## config.mk

```make
export PLATFORM = sky130hd
export DESIGN_NAME = utf8_char_decoder
export DESIGN_NICKNAME = d
export VERILOG_FILES = /design/src/sv/u8d_pkg.sv /design/src/sv/u8d_range_chk.sv /design/src/sv/utf8_char_decoder.sv
export SDC_FILE = /design/constraint.sdc
export NUM_CORES = 1
export LEC_CHECK = 0
export BUFFER_PORTS_ARGS = -buffer_cell sky130_fd_sc_hd__buf_2
export CELL_PAD_IN_SITES_DETAIL_PLACEMENT = 0
export CELL_PAD_IN_SITES_GLOBAL_PLACEMENT = 2
export CORE_UTILIZATION = 35
export CTS_CLUSTER_DIAMETER = 40
export CTS_CLUSTER_SIZE = 14
export DETAILED_ROUTE_END_ITERATION = 10
export GPL_ROUTABILITY_DRIVEN = 1
export HOLD_SLACK_MARGIN = 0.02
export PLACE_DENSITY = 0.91
export SLEW_MARGIN = 10
export SYNTH_ARGS = -nofsm -noshare
export SYNTH_HDL_FRONTEND = slang
export SYNTH_SLANG_ARGS = --single-unit
```

## constraint.sdc

```tcl
create_clock -name clk -period 3.2 [get_ports clk]
set_input_delay 0.16 -clock clk [delete_from_list [all_inputs] [get_ports clk]]
set_output_delay 0.16 -clock clk [all_outputs]
set_load 0.01 [all_outputs]
```

## src/sv/u8d_pkg.sv

```systemverilog
// ----------------------------------------------------------------------------
// u8d_pkg: shared types, constants and functions of the UTF-8 decoder
//
// This package holds the status codes, the field widths and the lead byte
// classification that the decoder pipeline and its range checker use.
// ----------------------------------------------------------------------------
package u8d_pkg;

  localparam int ByteW = 8;
  localparam int CpW   = 21;
  localparam int LenW  = 3;
  localparam int StatW = 2;

  typedef logic [ByteW-1:0] byte_t;
  typedef logic [CpW-1:0]   cp_t;
  typedef logic [LenW-1:0]  len_t;
  typedef logic [StatW-1:0] stat_t;

  // Status codes of a result.
  localparam stat_t ST_OK       = 2'd0;
  localparam stat_t ST_BAD_SEQ  = 2'd1;
  localparam stat_t ST_BAD_CHAR = 2'd2;

  // Sequence lengths implied by a lead byte.
  localparam len_t LEN_BAD = 3'd0;
  localparam len_t LEN_1   = 3'd1;
  localparam len_t LEN_2   = 3'd2;
  localparam len_t LEN_3   = 3'd3;
  localparam len_t LEN_4   = 3'd4;

  // First value above the Unicode range.
  localparam cp_t CP_LIMIT = 21'h110000;

  // Classifies a lead byte. C0, C1, continuation bytes and F5-FF cannot
  // start a character.
  function automatic len_t lead_length(input byte_t b);
    len_t len;
    len = LEN_BAD;
    if (b[7] == 1'b0) begin
      len = LEN_1;
    end else if (b == 8'hc0 || b == 8'hc1 || b >= 8'hf5) begin
      len = LEN_BAD;
    end else if (b[7:3] == 5'b11110) begin
      len = LEN_4;
    end else if (b[7:4] == 4'b1110) begin
      len = LEN_3;
    end else if (b[7:5] == 3'b110) begin
      len = LEN_2;
    end
    return len;
  endfunction

  // True for a continuation byte of the form 10xxxxxx.
  function automatic logic is_cont(input byte_t b);
    return b[7:6] == 2'b10;
  endfunction

endpackage

```

## src/sv/u8d_range_chk.sv

```systemverilog
// ----------------------------------------------------------------------------
// u8d_range_chk: scalar value check
//
// Flags an assembled value that is a surrogate, one of the two noncharacters
// FFFE and FFFF, or a value beyond the Unicode range.
// ----------------------------------------------------------------------------
module u8d_range_chk
  import u8d_pkg::*;
(
  input  cp_t  cp,
  output logic bad
);

  logic is_surrogate;
  logic is_nonchar;
  logic is_too_big;

  // Surrogates occupy D800-DFFF, which shares the upper ten bits.
  assign is_surrogate = (cp[CpW-1:11] == 10'b00000_11011);
  // FFFE and FFFF differ only in the lowest bit.
  assign is_nonchar   = (cp[CpW-1:1] == 20'h07fff);
  assign is_too_big   = (cp >= CP_LIMIT);

  assign bad = is_surrogate | is_nonchar | is_too_big;

endmodule

```

## src/sv/utf8_char_decoder.sv

```systemverilog
// ----------------------------------------------------------------------------
// utf8_char_decoder: one UTF-8 character per cycle
//
// Decodes a four-byte window that starts at a UTF-8 lead byte into a code
// point, a sequence length and a status.
// ----------------------------------------------------------------------------
// A window is transferred at every clock edge where start is high; busy is
// always low, so one character can enter each cycle. The result appears on
// the out_ ports with out_valid high for exactly one cycle, after the three
// pipeline stages (lead classification and continuation check, code point
// assembly, range check). Results leave in the order the windows entered.
// The receiver cannot stall the block, and nothing in it needs holding off.
// On any error out_code_point is zero.
// ----------------------------------------------------------------------------
module utf8_char_decoder
  import u8d_pkg::*;
(
  input  logic  clk,
  input  logic  rst_n,
  input  logic  start,
  output logic  busy,
  input  byte_t in_lead_byte,
  input  byte_t in_second_byte,
  input  byte_t in_third_byte,
  input  byte_t in_fourth_byte,
  output logic  out_valid,
  output cp_t   out_code_point,
  output len_t  out_seq_length,
  output stat_t out_status
);

  // Stage registers.
  logic       v1_r, v1_nxt;
  len_t       len1_r;
  logic       err1_r;
  logic [6:0] lead1_r;
  logic [5:0] c1_r, c2_r, c3_r;

  logic       v2_r, v2_nxt;
  len_t       len2_r;
  logic       err2_r;
  cp_t        cp2_r;

  logic       v3_r, v3_nxt;
  len_t       len3_r;
  stat_t      stat3_r;
  cp_t        cp3_r;

  len_t       len_s1;
  logic       err_s1;
  cp_t        cp_s2;
  logic       bad_s3;
  stat_t      stat_s3;

  // The pipeline never stalls.
  assign busy = 1'b0;

  // Stage 1: classify the lead byte and check the continuation bytes that
  // the length calls for.
  always_comb begin
    len_s1 = lead_length(in_lead_byte);
    err_s1 = 1'b0;
    case (len_s1)
      LEN_1: err_s1 = 1'b0;
      LEN_2: err_s1 = !is_cont(in_second_byte);
      LEN_3: err_s1 = !is_cont(in_second_byte) || !is_cont(in_third_byte);
      LEN_4: err_s1 = !is_cont(in_second_byte) || !is_cont(in_third_byte)
                      || !is_cont(in_fourth_byte);
      default: err_s1 = 1'b1;
    endcase
  end

  // Stage 2: append the continuation payloads to the lead payload.
  always_comb begin
    case (len1_r)
      LEN_1:   cp_s2 = {14'd0, lead1_r};
      LEN_2:   cp_s2 = {10'd0, lead1_r[4:0], c1_r};
      LEN_3:   cp_s2 = {5'd0, lead1_r[3:0], c1_r, c2_r};
      LEN_4:   cp_s2 = {lead1_r[2:0], c1_r, c2_r, c3_r};
      default: cp_s2 = '0;
    endcase
  end

  // Stage 3: reject values outside the scalar range.
  u8d_range_chk u_range_chk (
    .cp  (cp2_r),
    .bad (bad_s3)
  );

  always_comb begin
    if (err2_r) begin
      stat_s3 = ST_BAD_SEQ;
    end else if (bad_s3) begin
      stat_s3 = ST_BAD_CHAR;
    end else begin
      stat_s3 = ST_OK;
    end
  end

  // Valid bits follow the data through the stages.
  assign v1_nxt = start;
  assign v2_nxt = v1_r;
  assign v3_nxt = v2_r;

  always_ff @(posedge clk) begin
    if (!rst_n) begin
      v1_r <= 1'b0;
      v2_r <= 1'b0;
      v3_r <= 1'b0;
    end else begin
      v1_r <= v1_nxt;
      v2_r <= v2_nxt;
      v3_r <= v3_nxt;
    end
  end

  // Payload registers.
  always_ff @(posedge clk) begin
    len1_r  <= len_s1;
    err1_r  <= err_s1;
    lead1_r <= in_lead_byte[6:0];
    c1_r    <= in_second_byte[5:0];
    c2_r    <= in_third_byte[5:0];
    c3_r    <= in_fourth_byte[5:0];

    len2_r  <= len1_r;
    err2_r  <= err1_r;
    cp2_r   <= cp_s2;

    len3_r  <= len2_r;
    stat3_r <= stat_s3;
    cp3_r   <= (stat_s3 == ST_OK) ? cp2_r : '0;
  end

  assign out_valid      = v3_r;
  assign out_code_point = cp3_r;
  assign out_seq_length = len3_r;
  assign out_status     = stat3_r;

  // Every transfer yields a result, and no result comes without one.
  a_latency: assert property (@(posedge clk) disable iff (!rst_n)
    start |-> ##3 out_valid)
    else $error("result missing three cycles after transfer");

  a_no_phantom: assert property (@(posedge clk) disable iff (!rst_n)
    out_valid |-> $past(start, 3))
    else $error("result without a transfer");

  a_err_zero: assert property (@(posedge clk) disable iff (!rst_n)
    (out_valid && out_status != ST_OK) |-> out_code_point == '0)
    else $error("nonzero code point on error");

  a_bad_lead: assert property (@(posedge clk) disable iff (!rst_n)
    (out_valid && out_seq_length == LEN_BAD) |-> out_status == ST_BAD_SEQ)
    else $error("invalid lead not reported as bad sequence");

  a_range: assert property (@(posedge clk) disable iff (!rst_n)
    (out_valid && out_status == ST_OK) |-> out_code_point < CP_LIMIT)
    else $error("accepted code point beyond range");

endmodule
```

==> run metrics <==
switching power of the nets=0.413 mW; most common cell after layout, fill and taps aside=sky130_fd_sc_hd__dfxtp_1; standard-cell rows=30; Clock Power Share=38.6%; sequential share of power=55.5%; required time at the endpoint of the critical path=3.47 ns; setup repair after global routing missed its margin=no; count of cell types in the netlist=35; switching share of power=20.6%; end of the worst register-to-register path=cp2_r[8]; fin cells=376; antenna diode instance count=0; gate family responsible for the most delay along the worst path=simple AND/OR/NAND/NOR gates; number of H-tree branching levels=3; setup slack at placement=1.37 ns; post-synthesis register bit count=83; data arrival time of the critical path=2.14 ns; buffer and inverter count on the worst path=0; CTS tree=done; slowest cell delay on critical path=0.64 ns; sum of negative setup slack=0 ns; peak clock frequency supported by timing=0.535 GHz; vias=1,681; Port Buffers=61; global-route wire length before repair=7350 um; Synthesized Nets=236; Synth-to-Final Area Change=34.0%; standby leakage power=1.45 nW; number of maximum-capacitance violations=0; floorplan core area=6760 um^2; Starting Density=36.1%; Total Nets Final=326; fin crit share=58.4%; startpoint of the worst hold path=rst_n; Synth Instances=201; Vias/cell=4.47; count of cell instances traversed by the critical path=4; kind of start point of the critical path=flip-flop; remaining antenna violation count after routing=0; final number of setup-violating endpoints=0; Routed Wire Length=4480 um; Internal Dissipation=1.59 mW; CP Class=flip-flop to flip-flop; initial DRC count=46; hold depth=2; DR DRC count=0; via count of the first global-routing pass=1,593; post-layout utilization of the core=48.4%; final critical delay including setup and external delays=1.87 ns; Die Span Y=85.5 um; R2R cell count=4; cell total after placement=334; synth warn=0; max-slew headroom at the worst pin=57.8%; max-slew violations=0; clk slew on worst S/H paths=0.07 ns; Die ar.=7310 um^2; floorplan die width=85.5 um; antenna violations before repair=0; Top Ports=63; post-synthesis instance area=2440 um^2; run status=finished clean; share of post-route cells with drive strength above 1=27.7%; CTS Root Cell=sky130_fd_sc_hd__clkbuf_8; largest vdd supply drop=0.244 mV; post-CTS repair timing setup buffer count=0; capture endpoint of the worst hold path=out_valid; combinational fraction of design power=5.9%; Hold Violations, Final=0; classification of the worst-slack hold path=input port to flip-flop; number of CTS-inserted buffers=9; Critical Path Start=len1_r[1]; last weighted congestion value of the routability-driven placer=0.816; GRT Resource Usage Total=13.4%; per-cell routed wire length=11.9 um; worst flop-to-flop path startpoint=len1_r[1]; pin count of the biggest net entering global routing=18; Worst path slowest cell=sky130_fd_sc_hd__dfxtp_1; total grt overflow=0; worst-case clock skew=0.00518 ns; HPWL Detailed=3170 um; setup slack after layout=1.33 ns; Least-Margin Pin Slew=0.632 ns; mean area per synthesized cell=12.1 um^2; highest net fanout along the worst path=12; kind of end point of the critical path=flip-flop; most used cells in the layout excluding fill and tap cells=sky130_fd_sc_hd__dfxtp_1, sky130_fd_sc_hd__buf_2, sky130_fd_sc_hd__dlygate4sd3_1; sequence of cells on the critical path=nor2b_1, and2_1, nand2_1, o21ai_1; number of sinks handled by clock tree synthesis=83; 1st-pass router iterations=4; power density over the cells=611 nW/um^2; share of synthesized area occupied by flip-flops and latches=68.1%; clock insertion delay at the later pin of the skew report=0.34 ns; largest buffer count on any clock path=2; Hold Slack=0.0409 ns; reg2reg setup slack=1.33 ns
[routing by layer]
metal	up-vias	global-route usage [%]	wire, um
met5	-	0	0
met4	0	8.18	57
met3	7	4.72	258
met2	52	20.9	2070
met1	748	15.9	2100
li1	874	-	-
[area by class of cell]
| type | instances | area (um^2) |
|---|---|---|
| clock inverter | 5 | 77.6 |
| clock buffer | 11 | 131 |
| sequential | 83 | 1660 |
| fill | 643 | 3480 |
| multi-input combinational | 108 | 728 |
| tap | 80 | 100 |
| inverter | 2 | 7.51 |
| timing repair buffer | 87 | 566 |
[state kept, by name, summed over array words and instances (netlist names), 2 cells and up]
signal	flops
cp2_r	21
out_code_point	21
len1_r	3
c3_r	6
out_seq_length	3
out_status	2
len2_r	3
lead1_r	7
c2_r	6
c1_r	6
[cell families after synthesis]
| kind of cell | Yosys count | share of synthesized area, % |
|---|---|---|
| other cells | 1 | 0.154 |
| simple gates | 65 | 16.1 |
| buf+inv | 10 | 2.10 |
| flops | 83 | 68.1 |
| compound gates | 35 | 10.7 |
| mux | 7 | 2.87 |
[through the flow]
stage               power (mW)  area [um^2]
CTS                       2.02         3270
global route              2.09         3270
finish                    2.00         3270
detailed placement        1.23         2800
global placement          1.23         2800
floorplan                 1.18         2440
[cell usage after synthesis]
cell	count	area, um^2
sky130_fd_sc_hd__a21oi_1	2	10.0
sky130_fd_sc_hd__a221oi_1	1	8.76
sky130_fd_sc_hd__a22o_1	4	35.0
sky130_fd_sc_hd__a22oi_1	11	82.6
sky130_fd_sc_hd__a32o_1	1	10.0
sky130_fd_sc_hd__a32o_2	1	11.3
sky130_fd_sc_hd__and2_1	24	150
sky130_fd_sc_hd__and2_2	1	7.51
sky130_fd_sc_hd__and3_1	6	37.5
sky130_fd_sc_hd__buf_2	2	10.0
sky130_fd_sc_hd__buf_4	1	7.51
sky130_fd_sc_hd__buf_6	1	11.3
sky130_fd_sc_hd__clkbuf_1	4	15.0
sky130_fd_sc_hd__conb_1	1	3.75
sky130_fd_sc_hd__dfxtp_1	83	1660
sky130_fd_sc_hd__inv_1	2	7.51
sky130_fd_sc_hd__mux2i_1	7	70.1
sky130_fd_sc_hd__nand2_1	8	30.0
sky130_fd_sc_hd__nand2_2	1	6.26
sky130_fd_sc_hd__nand2b_1	6	37.5
sky130_fd_sc_hd__nand3_1	2	10.0
sky130_fd_sc_hd__nand4_1	3	18.8
sky130_fd_sc_hd__nor2_1	3	11.3
sky130_fd_sc_hd__nor2b_1	4	25.0
sky130_fd_sc_hd__nor3_1	1	5.00
sky130_fd_sc_hd__nor3_2	1	10.0
sky130_fd_sc_hd__nor4_1	2	12.5
sky130_fd_sc_hd__nor4_2	1	12.5
sky130_fd_sc_hd__nor4b_1	1	8.76
sky130_fd_sc_hd__o211ai_1	1	7.51
sky130_fd_sc_hd__o211ai_4	1	21.3
sky130_fd_sc_hd__o21ai_0	1	5.00
sky130_fd_sc_hd__o21ai_1	5	25.0
sky130_fd_sc_hd__o22ai_1	7	43.8
sky130_fd_sc_hd__or4_4	1	11.3
[worst max-delay path by stage]
stage                    endpoint
2_1_floorplan  out_code_point[10]
3_3_place_gp            cp2_r[11]
3_5_place_dp             cp2_r[8]
4_1_cts                  cp2_r[8]
5_1_grt                  cp2_r[9]
6_report                 cp2_r[8]
[worst register-to-register path, cell delays in order, from the launching register on]
cell and delay [ns]:
sky130_fd_sc_hd__dfxtp_1 0.64, sky130_fd_sc_hd__nor2b_1 0.59, sky130_fd_sc_hd__and2_1 0.39, sky130_fd_sc_hd__nand2_1 0.10
sky130_fd_sc_hd__o21ai_1 0.08
[power groups by stage]
stage               Combinational [mW]  Sequential (mW)  Clock, mW
finish                           0.119             1.11      0.772
global route                     0.131             1.12      0.848
CTS                              0.119             1.11      0.793
detailed placement              0.0954             1.13          0
global placement                0.0931             1.13          0
floorplan                       0.0530             1.13          0
[repair_timing]
action                    in CTS  in global routing
hold buffers                  26                  0
hold endpoints to repair      26                  0
gates resized for setup        0                  0
(Power assumes the default switching activity.)
